### config.mk
export PLATFORM = sky130hd
export DESIGN_NAME = tap_tempo_estimator_core
export DESIGN_NICKNAME = d
export VERILOG_FILES = /design/src/sv/tte_pkg.sv /design/src/sv/tte_ram.sv /design/src/sv/tte_div.sv /design/src/sv/tap_tempo_estimator_core.sv
export SDC_FILE = /design/constraint.sdc
export NUM_CORES = 1
export LEC_CHECK = 0
export BUFFER_PORTS_ARGS = -buffer_cell sky130_fd_sc_hd__buf_2
export CORE_AREA = 2 2 198 200
export CTS_BUF_LIST = sky130_fd_sc_hd__clkbuf_4 sky130_fd_sc_hd__clkbuf_8 sky130_fd_sc_hd__clkbuf_16
export CTS_CLUSTER_SIZE = 30
export DETAILED_ROUTE_END_ITERATION = 10
export DIE_AREA = 0 0 200 202
export GPL_TIMING_DRIVEN = 0
export PLACE_DENSITY = 0.71
export SYNTH_ARGS = -nofsm -noshare
export SYNTH_HDL_FRONTEND = slang
export SYNTH_SLANG_ARGS = --single-unit
### constraint.sdc
create_clock -name clk -period 4.27 [get_ports clk]
set_input_delay 0.6405 -clock clk [delete_from_list [all_inputs] [get_ports clk]]
set_output_delay 0.6405 -clock clk [all_outputs]
set_load 0.01 [all_outputs]
### src/sv/tte_pkg.sv
// Shared types and constants for the tap tempo estimator.
package tte_pkg;

  localparam int STAMP_W = 32;
  localparam int GAP_W   = 16;
  localparam int TEMPO_W = 10;
  localparam int HELD_W  = 3;
  localparam int STAT_W  = 2;
  localparam int OUT_W   = 16;
  localparam int ADDR_W  = 4;
  localparam int DATA_W  = 32;

  localparam logic [15:0] BPM_NUM = 16'd60000;

  localparam logic [GAP_W-1:0]   GAP_RST = 16'd2500;
  localparam logic [TEMPO_W-1:0] MIN_RST = 10'd40;
  localparam logic [TEMPO_W-1:0] MAX_RST = 10'd300;

  localparam logic [1:0] REG_GAP = 2'd0;
  localparam logic [1:0] REG_MIN = 2'd1;
  localparam logic [1:0] REG_MAX = 2'd2;

  typedef enum logic [2:0] {
    S_IDLE,
    S_GAP_RD,
    S_GAP_CHK,
    S_WRITE,
    S_FIRST_RD,
    S_FIRST_CHK,
    S_DIV,
    S_DONE
  } tte_state_t;

  typedef enum logic [STAT_W-1:0] {
    TS_WAIT  = 2'd0,
    TS_TEMPO = 2'd1,
    TS_ZERO  = 2'd2
  } tap_status_t;

endpackage

### src/sv/tte_ram.sv
// Generic single-port-write, single-port-read RAM with registered read.
module tte_ram #(
  parameter int WIDTH = 32,
  parameter int DEPTH = 4
) (
  input  logic                     clk,
  input  logic                     wr_en,
  input  logic [$clog2(DEPTH)-1:0] wr_addr,
  input  logic [WIDTH-1:0]         wr_data,
  input  logic [$clog2(DEPTH)-1:0] rd_addr,
  output logic [WIDTH-1:0]         rd_data
);

  logic [WIDTH-1:0] mem_r [DEPTH];
  logic [WIDTH-1:0] rd_data_r;

  always_ff @(posedge clk) begin
    if (wr_en) begin
      mem_r[wr_addr] <= wr_data;
    end
    rd_data_r <= mem_r[rd_addr];
  end

  assign rd_data = rd_data_r;

endmodule

### src/sv/tte_div.sv
// Restoring shift-subtract divider, one quotient bit per cycle.
module tte_div #(
  parameter int NUM_W = 18,
  parameter int DEN_W = 32
) (
  input  logic             clk,
  input  logic             rst_n,
  input  logic             start,
  input  logic [NUM_W-1:0] num,
  input  logic [DEN_W-1:0] den,
  output logic [NUM_W-1:0] quot,
  output logic             done
);

  localparam int CNT_W = $clog2(NUM_W + 1);

  logic             busy_r;
  logic             done_r;
  logic [CNT_W-1:0] cnt_r;
  logic [DEN_W-1:0] rem_r;
  logic [DEN_W-1:0] den_r;
  logic [NUM_W-1:0] qr_r;
  logic [DEN_W:0]   trial;
  logic [DEN_W:0]   diff;
  logic             ge;

  assign trial = {rem_r, qr_r[NUM_W-1]};
  assign diff  = trial - {1'b0, den_r};
  assign ge    = trial >= {1'b0, den_r};

  always_ff @(posedge clk) begin
    if (!rst_n) begin
      busy_r <= 1'b0;
      done_r <= 1'b0;
      cnt_r  <= '0;
    end else begin
      done_r <= 1'b0;
      if (start) begin
        busy_r <= 1'b1;
        cnt_r  <= CNT_W'(NUM_W);
      end else if (busy_r) begin
        cnt_r <= cnt_r - 1'b1;
        if (cnt_r == CNT_W'(1)) begin
          busy_r <= 1'b0;
          done_r <= 1'b1;
        end
      end
    end
  end

  always_ff @(posedge clk) begin
    if (start) begin
      rem_r <= '0;
      den_r <= den;
      qr_r  <= num;
    end else if (busy_r) begin
      rem_r <= ge ? diff[DEN_W-1:0] : trial[DEN_W-1:0];
      qr_r  <= {qr_r[NUM_W-2:0], ge};
    end
  end

  assign quot = qr_r;
  assign done = done_r;

endmodule

### src/sv/tap_tempo_estimator_core.sv
// Tap tempo estimator top level: tap ring, sequencer, divider and register port.
// Per tap: gap check against the previous stamp when one is held, stamp write,
// then, once three taps are counted, an oldest-stamp read and a serial divide
// unless that span is zero; the next tap is taken after the result is loaded.
// Reset: synchronous active-low rst_n clears history count, ring slot and
// registers to their defaults; the stamp ring itself is not cleared.
module tap_tempo_estimator_core #(
  parameter int TAP_WINDOW = 4
) (
  input  logic                         clk,
  input  logic                         rst_n,
  input  logic                         in_tvalid,
  output logic                         in_tready,
  input  logic [tte_pkg::STAMP_W-1:0]  in_tdata,   // [31:0] tap_time_ms
  output logic                         out_tvalid,
  input  logic                         out_tready,
  output logic [tte_pkg::OUT_W-1:0]    out_tdata,  // [1:0] tap_status, [11:2] tempo_bpm,
                                                   // [14:12] taps_held, [15] constant 0
  input  logic                         cfg_psel,
  input  logic                         cfg_penable,
  input  logic                         cfg_pwrite,
  input  logic [tte_pkg::ADDR_W-1:0]   cfg_paddr,
  input  logic [tte_pkg::DATA_W-1:0]   cfg_pwdata,
  output logic [tte_pkg::DATA_W-1:0]   cfg_prdata,
  output logic                         cfg_pready
);

  import tte_pkg::*;

  localparam int SW    = $clog2(TAP_WINDOW);
  localparam int CAP   = (TAP_WINDOW < 3) ? 3 : TAP_WINDOW;
  localparam int TW    = $clog2(CAP + 1);
  localparam int HW    = $clog2(TAP_WINDOW + 1);
  localparam int NUM_W = $clog2(60000 * (TAP_WINDOW - 1) + 1);

  tte_state_t state_r, state_nxt;

  logic [GAP_W-1:0]   gap_to_r;
  logic [TEMPO_W-1:0] tmin_r;
  logic [TEMPO_W-1:0] tmax_r;

  logic [SW-1:0]      slot_r;
  logic [TW-1:0]      total_r;
  logic [TW-1:0]      total_inc;
  logic [HW-1:0]      held_r;
  logic [STAMP_W-1:0] now_r;
  logic [NUM_W-1:0]   num_r;
  tap_status_t        status_r;
  logic [TEMPO_W-1:0] bpm_r;

  logic               out_tvalid_r;
  logic [OUT_W-1:0]   out_tdata_r;

  logic [STAMP_W-1:0] rd_data;
  logic [SW-1:0]      rd_addr;
  logic               wr_en;
  logic [HW-1:0]      back_k;
  logic [SW:0]        back_sum;
  logic [STAMP_W-1:0] delta;
  logic               gap_over;
  logic               div_start;
  logic               div_done;
  logic [NUM_W-1:0]   div_q;
  logic [NUM_W-1:0]   q_lo;
  logic [NUM_W-1:0]   q_clamp;
  logic               out_load;
  logic               cfg_wr;

  // Configuration port
  assign cfg_pready = 1'b1;
  assign cfg_wr     = cfg_psel && cfg_penable && cfg_pwrite && cfg_pready;

  always_ff @(posedge clk) begin
    if (!rst_n) begin
      gap_to_r <= GAP_RST;
      tmin_r   <= MIN_RST;
      tmax_r   <= MAX_RST;
    end else if (cfg_wr) begin
      case (cfg_paddr[3:2])
        REG_GAP: gap_to_r <= cfg_pwdata[GAP_W-1:0];
        REG_MIN: tmin_r   <= cfg_pwdata[TEMPO_W-1:0];
        REG_MAX: tmax_r   <= cfg_pwdata[TEMPO_W-1:0];
        default: ;
      endcase
    end
  end

  always_comb begin
    case (cfg_paddr[3:2])
      REG_GAP: cfg_prdata = DATA_W'(gap_to_r);
      REG_MIN: cfg_prdata = DATA_W'(tmin_r);
      REG_MAX: cfg_prdata = DATA_W'(tmax_r);
      default: cfg_prdata = '0;
    endcase
  end

  // Ring index arithmetic: slot minus k modulo the window
  assign back_k   = (state_r == S_GAP_RD) ? HW'(1) : held_r;
  assign back_sum = {1'b0, slot_r} + (SW+1)'(TAP_WINDOW) - (SW+1)'(back_k);
  assign rd_addr  = (back_sum >= (SW+1)'(TAP_WINDOW)) ?
                    SW'(back_sum - (SW+1)'(TAP_WINDOW)) : SW'(back_sum);

  assign delta     = now_r - rd_data;
  assign gap_over  = delta > STAMP_W'(gap_to_r);
  assign total_inc = (total_r < TW'(CAP)) ? total_r + 1'b1 : total_r;

  assign q_lo    = (div_q < NUM_W'(tmin_r)) ? NUM_W'(tmin_r) : div_q;
  assign q_clamp = (q_lo > NUM_W'(tmax_r)) ? NUM_W'(tmax_r) : q_lo;

  tte_ram #(
    .WIDTH(STAMP_W),
    .DEPTH(TAP_WINDOW)
  ) u_ring (
    .clk    (clk),
    .wr_en  (wr_en),
    .wr_addr(slot_r),
    .wr_data(now_r),
    .rd_addr(rd_addr),
    .rd_data(rd_data)
  );

  tte_div #(
    .NUM_W(NUM_W),
    .DEN_W(STAMP_W)
  ) u_div (
    .clk  (clk),
    .rst_n(rst_n),
    .start(div_start),
    .num  (num_r),
    .den  (delta),
    .quot (div_q),
    .done (div_done)
  );

  // Next state
  always_comb begin
    state_nxt = state_r;
    case (state_r)
      S_IDLE: begin
        if (in_tvalid) begin
          state_nxt = (total_r != '0) ? S_GAP_RD : S_WRITE;
        end
      end
      S_GAP_RD:    state_nxt = S_GAP_CHK;
      S_GAP_CHK:   state_nxt = S_WRITE;
      S_WRITE:     state_nxt = (total_inc >= TW'(3)) ? S_FIRST_RD : S_DONE;
      S_FIRST_RD:  state_nxt = S_FIRST_CHK;
      S_FIRST_CHK: state_nxt = (delta == '0) ? S_DONE : S_DIV;
      S_DIV: begin
        if (div_done) begin
          state_nxt = S_DONE;
        end
      end
      S_DONE: begin
        if (!out_tvalid_r || out_tready) begin
          state_nxt = S_IDLE;
        end
      end
      default: state_nxt = S_IDLE;
    endcase
  end

  // Control outputs
  always_comb begin
    in_tready = 1'b0;
    wr_en     = 1'b0;
    div_start = 1'b0;
    out_load  = 1'b0;
    case (state_r)
      S_IDLE:      in_tready = 1'b1;
      S_WRITE:     wr_en     = 1'b1;
      S_FIRST_CHK: div_start = (delta != '0);
      S_DONE:      out_load  = !out_tvalid_r || out_tready;
      default: ;
    endcase
  end

  always_ff @(posedge clk) begin
    if (!rst_n) begin
      state_r <= S_IDLE;
      slot_r  <= '0;
      total_r <= '0;
    end else begin
      state_r <= state_nxt;
      if (state_r == S_GAP_CHK && gap_over) begin
        slot_r  <= '0;
        total_r <= '0;
      end else if (state_r == S_WRITE) begin
        slot_r  <= (slot_r == SW'(TAP_WINDOW - 1)) ? '0 : slot_r + 1'b1;
        total_r <= total_inc;
      end
    end
  end

  // Datapath
  always_ff @(posedge clk) begin
    case (state_r)
      S_IDLE: begin
        if (in_tvalid) begin
          now_r <= in_tdata;
        end
      end
      S_WRITE: begin
        held_r   <= (total_inc < TW'(TAP_WINDOW)) ? HW'(total_inc) : HW'(TAP_WINDOW);
        status_r <= TS_WAIT;
        bpm_r    <= '0;
      end
      S_FIRST_RD: begin
        num_r <= NUM_W'(32'(BPM_NUM) * 32'(held_r - 1'b1));
      end
      S_FIRST_CHK: begin
        status_r <= TS_ZERO;
        bpm_r    <= '0;
      end
      S_DIV: begin
        if (div_done) begin
          status_r <= TS_TEMPO;
          bpm_r    <= q_clamp[TEMPO_W-1:0];
        end
      end
      default: ;
    endcase
  end

  // Output register
  always_ff @(posedge clk) begin
    if (!rst_n) begin
      out_tvalid_r <= 1'b0;
    end else if (out_load) begin
      out_tvalid_r <= 1'b1;
    end else if (out_tready) begin
      out_tvalid_r <= 1'b0;
    end
  end

  always_ff @(posedge clk) begin
    if (out_load) begin
      out_tdata_r <= {1'b0, HELD_W'(held_r), bpm_r, status_r};
    end
  end

  assign out_tvalid = out_tvalid_r;
  assign out_tdata  = out_tdata_r;

  a_busy_after_tap: assert property (@(posedge clk) disable iff (!rst_n)
    in_tvalid && in_tready |=> !in_tready)
    else $error("tap accepted while previous tap still in work");

  a_total_capped: assert property (@(posedge clk) disable iff (!rst_n)
    total_r <= TW'(CAP))
    else $error("tap count above its cap");

  a_div_done_in_div: assert property (@(posedge clk) disable iff (!rst_n)
    div_done |-> state_r == S_DIV)
    else $error("divider finished outside divide state");

  a_gap_check_has_history: assert property (@(posedge clk) disable iff (!rst_n)
    state_r == S_GAP_CHK |-> total_r != '0)
    else $error("gap check without prior tap");

endmodule
== Word-level counts from Yosys, hierarchy flattened ==
Memory sizes are Yosys's and may differ from the RTL's. A register that Yosys moved wholly into a read port is not among the register bits.
Cells that the tools add are included.
Widths: inputs -> output; s select.
Word-level totals
  memory bits (writable): 128
  memories kept: 1
  output and inout port bits: 51
  logic and storage cells: 116
  input bits: 75
  flip-flop bits (word level): 209
Memory list
  u_ring.mem_r: depth 4, width 32, read ports 1, clocked after Yosys merged registers in 1, wr ports 1, RTL line tte_ram.sv:14  | logic [WIDTH-1:0] mem_r [DEPTH];
Operators by class
  reductions and logical operators: 25
  equal/unequal tests: 14
  magnitude comparators: 8
  $mul: 1
  muxes and demuxes: 35
  add/sub/neg operators: 9
  bitwise operators: 2
Operator list (number)
  $sub 32x32->32: 2
  $mux 18: 3
  $pmux 16 s3: 1
  $ge 33x32->1: 1
  $gt 32x16->1: 1
  $logic_not 32->1: 1
  $mul 11x32->13 const A: 1
  $mux 32: 1
  $reduce_bool 32->1: 1
  $pmux 3 s8: 1
  $mux 10: 2
  $pmux 10 s2: 1
  $gt 18x10->1: 1
  $lt 18x10->1: 1
  $mux 3: 5
  $mux 1: 13
  $eq 3x3->1 const B: 4
  $reduce_and 2->1: 6
  $mux 2: 5
  $mux 5: 2
  $eq 3x2->1 const B: 2
  $lt 3x3->1 const B: 2
  $pmux 2 s3: 1
  $reduce_bool 2->1: 3
  25 further kinds: 33

== Depth between registers and ports, before layout ==
  word-level depth: 6
  mapped depth: 24
  gate-level depth less buffers: 22

== Modules after synthesis ==
A second synthesis with hierarchy kept.
Unflattened totals
  cell total of the unflattened synthesis: 1771
  area, all modules: 19721.4 um^2
Modules (own cells, without submodules)
  tap_tempo_estimator_core: area each 8789.7 um^2, times used 1, seq. area each 3153.0 um^2, cells an instance 961
  tte_div: area each 5601.6 um^2, times used 1, seq. area each 2282.2 um^2, cells an instance 607
  tte_ram: area each 5330.1 um^2, times used 1, seq. area each 4484.3 um^2, cells an instance 203

== Worst setup path before layout ==
Ideal clock, no wire load.
  kind: reg-to-reg
  start: register tmin_r[1]
  end: register bpm_r[1] (data pin)
  required time: 4.103 ns
  library setup time: 0.167 ns
  cell stages (with the launch flop): 25
  setup slack: -0.368 ns
  data arrival time: 4.470 ns
  clock period less this slack: 4.638 ns
  buffers on the path: 2
  path through: dfxtp_1 -> inv_1 -> ha_1 -> a21o_1 -> a21o_1 -> a21o_1 -> a21o_1 -> a21oi_1 -> o21ai_0 -> a31oi_1 -> buf_1 -> mux2i_1 -> inv_1 -> ha_1 -> nor2b_1 -> o21a_1 -> o21a_1 -> o21a_1 -> o21a_1 -> o21ai_0 -> a21oi_1 -> o41ai_1 -> clkbuf_1 -> nor2_1 -> a211oi_1
Between the ends
  longest elaborated chain between the ends: 6
Ends and longest elaborated chain
  from (decl): RTL line tap_tempo_estimator_core.sv:39  | logic [TEMPO_W-1:0] tmin_r;
  from (signal assigned): RTL line tap_tempo_estimator_core.sv:81  | REG_MIN: tmin_r <= cfg_pwdata[TEMPO_W-1:0];
  $lt 18x10->1: RTL line tap_tempo_estimator_core.sv:107  | assign q_lo = (div_q < NUM_W'(tmin_r)) ? NUM_W'(tmin_r) : div_q;
  $mux 18 *: RTL line tap_tempo_estimator_core.sv:107
  $gt 18x10->1: RTL line tap_tempo_estimator_core.sv:108  | assign q_clamp = (q_lo > NUM_W'(tmax_r)) ? NUM_W'(tmax_r) : q_lo;
  $mux 10 *: RTL line tap_tempo_estimator_core.sv:108
  $mux 10 *: RTL line tap_tempo_estimator_core.sv:216  | if (div_done) begin
  $pmux 10 s2 *: RTL line tap_tempo_estimator_core.sv:197  | case (state_r)
  to (signal assigned): RTL line tap_tempo_estimator_core.sv:218  | bpm_r <= q_clamp[TEMPO_W-1:0];
  to (decl): RTL line tap_tempo_estimator_core.sv:49  | logic [TEMPO_W-1:0] bpm_r;
Every way passes the cells marked *; elsewhere a longest branch is shown, timed or not. The select of a mux whose other input is x is not followed.
A chain may end at the register's enable or synchronous reset.

== Worst setup path after layout ==
  start: register u_div.qr_r[1], in the netlist u_div.quot[1]
  end: register bpm_r[3] (data pin)
Between the ends
  longest elaborated chain between the ends: 6
Ends and longest elaborated chain
  from (decl): RTL line tte_div.sv:22  | logic [NUM_W-1:0] qr_r;
  from (signal assigned): RTL line tte_div.sv:55  | qr_r <= num;
  from (signal assigned): RTL line tte_div.sv:58  | qr_r <= {qr_r[NUM_W-2:0], ge};
  $lt 18x10->1: RTL line tap_tempo_estimator_core.sv:107
  $mux 18 *: RTL line tap_tempo_estimator_core.sv:107
  $gt 18x10->1: RTL line tap_tempo_estimator_core.sv:108
  $mux 10 *: RTL line tap_tempo_estimator_core.sv:108
  $mux 10 *: RTL line tap_tempo_estimator_core.sv:216
  $pmux 10 s2 *: RTL line tap_tempo_estimator_core.sv:197
Marked as above.

==> results.cfg <==
[routing]
drc = 0
avgViaCountPerCell = 5.493
ant_nets = 0
drt_first_iter_violations = 862
routed-via-count = 12990
drt-total-wl_mm = 42.53
wl_per_cell_um = 17.98
drt-pass1-iter-count = 5

[pwr]
vdd_drop_max_mv = 0.3642
total_power_mw = 11.63
power_leakage_nw = 8.787
p_per_area_nw_per_um2 = 524.1

[floorplanning]
die_area_sq_um = 40400
die_w_um = 200
core_sq_um = 38290
io-pin-count = 126
die_h_um = 202
rows = 72
initial_core_util_pct = 49.51

[clock_tree]
numCtsBuffers = 39
clock_sinks = 369
h-tree-depth = 2
cts-root-buf = clkbuf_16
clock_latency_ns = 0.57
clockBufferDepth = 3
cts_tree = yes
clk_pin_slew_worst_paths_ns = 0.06

[sta]
min_period_over_period_pct = 101.5
min_period_ns = 4.335
fin_skew_ns = 0.02018
finalHoldViolations = 0
worst_slew_pin_slew_ns = 0.9568
slew_headroom_pct = 36.15
setup_ws_ns = -0.06488
finalMaxSlewViolations = 0
rsz0062_at_grt = yes
fmax_mhz = 230.7
setup_viol = 3

[synthesis]
syn_avg_cell_area_sq_um = 11.59
syn_inst = 1636
ys_types = 82
async_flop_share_pct = 0
seq_area_frac_synth_pct = 52.33
synth_seq_cells = 369
mappedNetlistArea_sq_um = 18960
synth_flop_cell = edfxtp_1
synth_edf_count = 253
ys_warn_count = 0

[finish]
layout_common_cells = edfxtp_1, inv_1, nand2_1
final_core_util_pct = 57.98
syn_to_final_growth_pct = 17.09
instances_no_fill = 2365
final_common_cell = edfxtp_1
fin_nets = 2027
post-route-cell-area_sq_um = 22200
diodes = 0
drive_above_1_share_pct = 19.17
fill_cells = 3099

[global_routing]
grt_usage_pct = 21.06
grt_overflow_total = 0
grt_pass1_wl_mm = 66.43
grt_start_max_net_pins = 42
antenna_found_initial = 0
grt_pass1_vias = 12550

[run]
cap_violations = 0

[place]
dp_hpwl_mm = 30.10
dp_slack_ns = -0.5471
io_buffers = 88
dpl-instance-area_sq_um = 20150
finalWeightedCongestion = 0.8988
dp_cells = 2259

[hold_path]
min_from = in_tdata[9]
hold_class = input pin to flip-flop
hold_depth = 1
hold-path-endpoint = now_r[9]$_DFFE_PP_

[critical_path]
cp_max_fo = 5
critPathLaunchType = flip-flop
end_kind = flip-flop
r2r-end = bpm_r[3]$_SDFFCE_PN0P_
r2r_cells = 24
required_ns = 4.66
ff2ff_setup_slack_ns = -0.06
worstReg2RegStart = u_div.quot[1]$_SDFFCE_PP0P_
arrival_ns = 4.73
critical_path_class = flip-flop to flip-flop

[outcome]
violations = setup timing
outcome = finished with violations
cell usage after synthesis (all sizes together), types with 7 or more instances:
| library cell | n | share of area (%) |
|---|---|---|
| a21o | 43 | 1.7 |
| o31ai | 8 | 0.32 |
| clkbuf | 46 | 0.91 |
| xor2 | 23 | 1.1 |
| nor4 | 13 | 0.51 |
| edfxtp | 253 | 40 |
| a31oi | 10 | 0.41 |
| a211oi | 47 | 1.9 |
| ha | 129 | 8.5 |
| dfxtp | 116 | 12 |
| a21oi | 72 | 1.9 |
| and2 | 15 | 0.50 |
| xnor2 | 45 | 2.1 |
| and3 | 9 | 0.30 |
| mux4 | 32 | 3.8 |
| nand4 | 10 | 0.33 |
| o21a | 17 | 0.67 |
| nor2 | 108 | 2.1 |
| o21ai | 51 | 1.4 |
| mux2i | 55 | 2.9 |
| fa | 7 | 0.74 |
| nand2b | 10 | 0.33 |
| a21boi | 20 | 0.79 |
| nand3 | 16 | 0.42 |
| mux2 | 16 | 1.1 |
| nor3b | 10 | 0.40 |
| buf | 26 | 0.98 |
| o211ai | 19 | 0.75 |
| inv | 154 | 3.0 |
| nor3 | 24 | 0.63 |
| a2111oi | 7 | 0.52 |
| nor2b | 24 | 0.79 |
| nand2 | 129 | 2.6 |
cell type report:
type | count | area [sq um] | share of cell area, %
Sequential cell | 369 | 9921 | 44.69
Clock buffer | 51 | 1091 | 4.915
Clock inverter | 21 | 285.3 | 1.285
Inverter | 154 | 578.1 | 2.604
Buffer | 70 | 386.6 | 1.742
Tap cell | 518 | 648.1 | 2.920
Multi-Input combinational cell | 1059 | 8547 | 38.50
Timing Repair Buffer | 123 | 740.7 | 3.337
routing by layer:
metal / vias up / track usage, % / routed length (um)
li1: 6280 / - / -
met1: 6322 / 29.58 / 19510
met5: - / 0 / 0
met3: 57 / 4.155 / 2382
met4: 0 / 5.503 / 796
met2: 331 / 33.49 / 19840
through the flow:
stage / hold slack, ns / TNS (ns)
after floorplan: 0.4003 / 0
after global placement: 0.4059 / -26.57
after detailed placement: 0.4063 / -30.86
after CTS: 0.2181 / -1.794
after global routing: 0.2205 / -2.639
final: 0.2420 / -0.09705
worst max path at each step:
stage / startpoint / to / slack (ns) / cells past startpoint
floorplan: tmin_r[1]$_SDFFE_PN0P_ / bpm_r[1]$_SDFFCE_PN0P_ / 0.07 / 24
global placement: u_div.quot[1]$_SDFFCE_PP0P_ / bpm_r[2]$_SDFFCE_PN0P_ / -0.49 / 23
detailed placement: u_div.quot[1]$_SDFFCE_PP0P_ / bpm_r[3]$_SDFFCE_PN0P_ / -0.55 / 23
CTS: u_div.quot[1]$_SDFFCE_PP0P_ / bpm_r[3]$_SDFFCE_PN0P_ / -0.20 / 24
global route: u_div.quot[1]$_SDFFCE_PP0P_ / bpm_r[3]$_SDFFCE_PN0P_ / -0.27 / 24
finish: u_div.quot[1]$_SDFFCE_PP0P_ / bpm_r[3]$_SDFFCE_PN0P_ / -0.06 / 24
state kept, by name, indices dropped and copies added, names as in the netlist:
register and count:
bpm_r 10, gap_to_r 16, held_r 3, now_r 32, num_r 13, out_tdata 15
out_tvalid 1, slot_r 2, state_r 3, status_r 2, tmax_r 10, tmin_r 10
total_r 3, u_div.busy_r 1, u_div.cnt_r 5, u_div.den_r 32, u_div.done 1, u_div.quot 18
u_div.rem_r 32, u_ring.mem_r 128, u_ring.rd_data 32
where the power goes:
part / switching (mW) / internal (mW) / total [mW]
logic: 2.07 / 1.58 / 3.65
registers: 0.214 / 4.22 / 4.44
clock network: 1.46 / 2.09 / 3.55
total: 3.75 / 7.89 / 11.6
what timing repair did:
item / CTS / global route
gates resized for setup: 33 / 69
setup endpoints to repair: 91 / 109
gates cloned: 3 / 1
hold buffers: 0 / 0
setup buffers: 13 / 19
pin swaps: 17 / 22
kinds of logic after synthesis:
family | share of synthesized area (%)
simple gates | 9.887
flops | 52.33
compound gates | 12.55
buf+inv | 4.944
fa+ha+maj | 9.254
mux | 7.854
xor+xnor | 3.142
other cells | 0.03962
worst max-delay path, stage by stage (launching register included):
cell and delay [ns]:
edfxtp_1 0.39, ha_1 0.28, a21o_1 0.16, a21o_1 0.19, a21o_1 0.17, a21o_1 0.18
a21oi_2 0.13, o21ai_1 0.08, a31oi_1 0.13, buf_4 0.16, mux2i_2 0.23, inv_1 0.09
ha_4 0.22, nor2b_4 0.12, o21a_1 0.16, o21a_1 0.16, o21a_1 0.16, o21a_1 0.17
o21ai_2 0.12, a21oi_2 0.07, o41ai_2 0.19, buf_4 0.21, buf_8 0.12, nor2_2 0.04
a211oi_2 0.23
(Power assumes the default switching activity.)
